--- src/bpa_pkg.sv ---
// Shared constants, request codes and the free-bit search for the bitmap page allocator.
`timescale 1ns / 1ps

package bpa_pkg;

    // Map words hold 64 page bits; summary words hold one full flag per map word.
    localparam int WORD_BITS  = 64;
    localparam int WORD_SHIFT = 6;

    localparam int REQ_W  = 2;
    localparam int IDX_W  = 12;
    localparam int ADDR_W = 32;
    localparam int SIZE_W = 21;
    localparam int CFG_IDX_W = 1;

    localparam logic [REQ_W-1:0] REQ_ALLOC = 2'd0;
    localparam logic [REQ_W-1:0] REQ_FREE  = 2'd1;
    localparam logic [REQ_W-1:0] REQ_USED  = 2'd2;

    localparam logic [CFG_IDX_W-1:0] CFG_BASE = 1'd0;
    localparam logic [CFG_IDX_W-1:0] CFG_SIZE = 1'd1;

    localparam logic [ADDR_W-1:0] BASE_RESET = 32'h0010_0000;
    localparam logic [SIZE_W-1:0] SIZE_RESET = 21'h00_1000;

    typedef logic [WORD_BITS-1:0]  word_t;
    typedef logic [WORD_SHIFT-1:0] bitpos_t;

    // Position of the lowest clear bit; zero when every bit is set.
    function automatic bitpos_t lowest_zero(input word_t w);
        bitpos_t pos;
        pos = '0;
        for (int i = WORD_BITS - 1; i >= 0; i--) begin
            if (!w[i]) begin
                pos = bitpos_t'(i);
            end
        end
        return pos;
    endfunction

endpackage

--- src/bpa_addr.sv ---
// Two-stage page address unit: index times page size, then plus base.
`timescale 1ns / 1ps

module bpa_addr #(
    parameter int PW = 12
) (
    input  logic                          aclk,
    input  logic [PW-1:0]                 page,
    input  logic [bpa_pkg::SIZE_W-1:0]    page_size,
    input  logic [bpa_pkg::ADDR_W-1:0]    base_address,
    output logic [bpa_pkg::ADDR_W-1:0]    address
);

    logic [bpa_pkg::ADDR_W-1:0] prod_reg;
    logic [bpa_pkg::ADDR_W-1:0] addr_reg;

    // The product only matters modulo 2^32, so both operands are widened to 32 bits
    // and the upper bits of the product are dropped.
    always_ff @(posedge aclk) begin
        prod_reg <= bpa_pkg::ADDR_W'(page) * bpa_pkg::ADDR_W'(page_size);
        addr_reg <= prod_reg + base_address;
    end

    assign address = addr_reg;

endmodule

--- config.mk ---
export PLATFORM = sky130hd
export DESIGN_NAME = bpa_addr
export DESIGN_NICKNAME = d
export VERILOG_FILES = /design/src/bpa_pkg.sv /design/src/bpa_addr.sv
export SDC_FILE = /design/constraint.sdc
export NUM_CORES = 1
export LEC_CHECK = 0
export BUFFER_PORTS_ARGS = -buffer_cell sky130_fd_sc_hd__buf_4
export CORE_MARGIN = 1
export CORE_UTILIZATION = 45
export CTS_CLUSTER_SIZE = 24
export DETAILED_ROUTE_END_ITERATION = 10
export PLACE_DENSITY_LB_ADDON = 0.1
export SYNTH_ARGS = -nofsm -noshare
export SYNTH_HDL_FRONTEND = slang
export SYNTH_SLANG_ARGS = --single-unit
--- constraint.sdc ---
create_clock -name aclk -period 13.8 [get_ports aclk]
set_input_delay 2.76 -clock aclk [delete_from_list [all_inputs] [get_ports aclk]]
set_output_delay 2.76 -clock aclk [all_outputs]
set_load 0.01 [all_outputs]
==> results.sh <==
export IMPL_status="finished clean"
export IMPL_yosysWarnings=0
export IMPL_rows=56
export IMPL_max_cap_violations=0
export IMPL_hold_violations=0
export IMPL_tns_ns=0
export IMPL_setup_worst_path_class="in -> reg"
export IMPL_place_ws_ns=5.80
export IMPL_htreeDepth=3
export IMPL_ys_async_sr_fraction_pct=0
export IMPL_boundaryPins=98
export IMPL_synth_area_sq_um=11000
export IMPL_post_cts_resized=0
export IMPL_slew_limit_headroom_pct=41.8
export IMPL_slew_viol_final=0
export IMPL_wl_per_cell_um=14.9
export IMPL_cp_max_fo=21
export IMPL_yosys_area_top_type="fa_1"
export IMPL_ys_seq_elements=64
export IMPL_synth_top_area_share_pct=34.7
export IMPL_yosys_top_cells_area="fa_1 (35%), dfxtp_1 (12%), ha_1 (11%), inv_1 (8.4%), nand2_1 (7.5%)"
export IMPL_area_growth_pct=10.8
export IMPL_core_sq_um=23700
export IMPL_final_cells=1650
export IMPL_hold_path_startpoint="prod_reg[0]"
export IMPL_start_util_pct=46.3
export IMPL_grt_setup_unrepaired="no"
export IMPL_period_share_pct=55.6
export IMPL_synth_seq_area_share_pct=11.7
export IMPL_dpl_cell_count=1634
export IMPL_synthCells=1274
export IMPL_hold_buffers=0
export IMPL_cts_inserted_buffers=9
export IMPL_min_path_cells=1
export IMPL_finClkSkew_ns=0.0105
export IMPL_crit_arrival_ns=7.89
export IMPL_cts_path_max_buffers=2
export IMPL_grtUsageTotal_pct=21.0
export IMPL_required_ns=14.02
export IMPL_hold_slack_ns=0.449
export IMPL_yosysUniqueCellTypes=62
export IMPL_timing_rr_end="address[28]"
export IMPL_final_area_sq_um=12200
export IMPL_nets=1681
export IMPL_static_leakage_power_nw=6.23
export IMPL_drive_above_1_share_pct=9.69
export IMPL_power_density_nw_per_um2=260
export IMPL_die_y_um=158
export IMPL_synth_nets=1629
export IMPL_switching_share_pct=49.9
export IMPL_p_int_mw=1.59
export IMPL_switchingPower_mw=1.58
export IMPL_placed_cell_area_sq_um=11900
export IMPL_min_path_type="reg -> reg"
export IMPL_worst_setup_path_end_kind="flop"
export IMPL_grt_max_degree=22
export IMPL_worst_pin_slew_ns=0.851
export IMPL_synth_area_per_cell_sq_um=8.61
export IMPL_seqPwrFrac_pct=10.8
export IMPL_top_layer_used="met4"
export IMPL_p_clk_share_pct=7.1
export IMPL_clkTransAtPathRegs_ns=0.06
export IMPL_gr_total_overflow=0
export IMPL_timing_rr_start="prod_reg[0]"
export IMPL_antenna_found_initial=0
export IMPL_route_met3_wl_um=1370
export IMPL_gp_congestion=0.870
export IMPL_route_detailed_drc=0
export IMPL_p_comb_share_pct=82.1
export IMPL_worst_slack_ns=6.13
export IMPL_hpwl_um=20300
export IMPL_cts_sinks=64
export IMPL_drt_iter0_drc=449
export IMPL_final_util_pct=51.3
export IMPL_diodes=0
export IMPL_drt_first_pass_iters=8
export IMPL_synth_edf_count=0
export IMPL_via_per_inst=4.89
export IMPL_ir_drop_v=0.000148
export IMPL_grt_pass1_wl_um=41000
export IMPL_start_kind="primary input"
export IMPL_setup_violations=0
export IMPL_r2r_setup_slack_ns=10.97
export IMPL_first_global_vias=8221
export IMPL_cts_tree="built"
export IMPL_min_to="address[0]"
export IMPL_fin_total_pwr_mw=3.17
export IMPL_synth_ff_type="dfxtp_1"
export IMPL_die_x_um=158
export IMPL_fmax_mhz=130
export IMPL_drt_total_wl_um=24600
export IMPL_dr_wl_met2_um=10400
export IMPL_post_cts_setup_buffers=0
export IMPL_min_period_ns=7.67
export IMPL_drt_met1_wl_um=12700
export IMPL_vias=8074
export IMPL_antenna_left=0
export IMPL_clock_latency_ns=0.34
export IMPL_reg2reg_depth=11
export IMPL_die_area_sq_um=25000
export IMPL_io_buffers=97
export IMPL_cts_root_buf="clkbuf_16"
==> critical path: stages <==
cell and delay (ns):
buf_4 0.23, nand2_1 0.12, fa_1 0.54, inv_1 0.05, fa_1 0.56, fa_1 0.44, fa_1 0.51, inv_1 0.06
fa_1 0.47, inv_1 0.04, ha_1 0.36, a21o_1 0.24, a21oi_2 0.22, o21a_1 0.18, nor2_1 0.06, or4_4 0.56
a31o_1 0.24, a211oi_2 0.20, nor2_1 0.05
==> cell families after synthesis <==
kind of cell / Yosys count / share of synthesized area, %
simple gates: 385 / 16.3
buf+inv: 303 / 10.7
fa+ha+maj: 289 / 45.9
compound gates: 180 / 11.1
flops: 64 / 11.7
xor+xnor: 51 / 4.07
mux: 2 / 0.182
==> Yosys cell counts, types with 4 or more instances <==
library cell	n
nor2b_1	6
ha_1	99
nand2_1	218
or2_2	4
o21ai_1	4
a21oi_1	52
and3_1	9
inv_1	247
dfxtp_1	64
fa_1	190
nand3_1	14
a21o_1	35
o21ai_0	22
a31oi_1	11
and2_1	79
nand4_1	6
o21bai_1	9
nor3_1	10
nor2_1	25
clkbuf_1	51
xnor2_1	38
o21a_1	8
xor2_1	13
==> power by group through the flow <==
stage                     clock, mW  combinational (mW)  sequential [mW]
after floorplan                   0                2.00            0.364
after global placement            0                2.59            0.344
after detailed placement          0                2.60            0.345
after CTS                     0.231                2.62            0.342
after global routing          0.242                2.98            0.350
final                         0.225                2.60            0.341
==> routing by layer <==
layer  vias to the layer above  GRT usage (%)
li1                       4056              -
met1                      3809           31.4
met2                       194           32.0
met3                        15           3.50
met4                         0           3.39
met5                         -              0
==> layout by cell type (no fill, tap or decap), drive strengths merged, types with 4 or more instances in the layout <==
cell    synthesis  routed
a21oi          55      55
nor2b           6       6
xnor2          38      38
fa            190     190
a211oi          5       5
xor2           13      13
nand3          14      14
nor2           26      26
a21o           35      35
nand4           6       6
inv           247     250
ha             99      99
dfxtp          64      64
buf             5      97
o21a            8       8
a31oi          11      11
o21bai         10      10
o211ai          5       5
o21ai          26      26
and3            9       9
and2           79      79
nor3           10      10
or2             4       4
nand2         218     218
clkbuf         51       9
==> layout make-up <==
| cell class | instances | area, sq um |
|---|---|---|
| Fill cell | 2306 | 11500 |
| Multi-Input combinational cell | 907 | 8520 |
| Sequential cell | 64 | 1280 |
| Inverter | 247 | 927 |
| Timing Repair Buffer | 97 | 728 |
| Tap cell | 319 | 399 |
| Clock buffer | 9 | 225 |
| Clock inverter | 7 | 78.8 |
==> worst max-delay path by stage <==
| stage | start | to | slack, ns | cells after the start |
|---|---|---|---|---|
| 6_report | page[6] | prod_reg[29] | 6.13 | 19 |
| 5_1_grt | page[6] | prod_reg[31] | 5.89 | 19 |
| 4_1_cts | page[6] | prod_reg[29] | 6.16 | 19 |
| 3_5_place_dp | page[3] | prod_reg[29] | 5.80 | 19 |
| 3_3_place_gp | page[6] | prod_reg[29] | 5.83 | 19 |
| 2_1_floorplan | page[6] | prod_reg[29] | 6.05 | 19 |
Power figures use the tool's default switching activity.
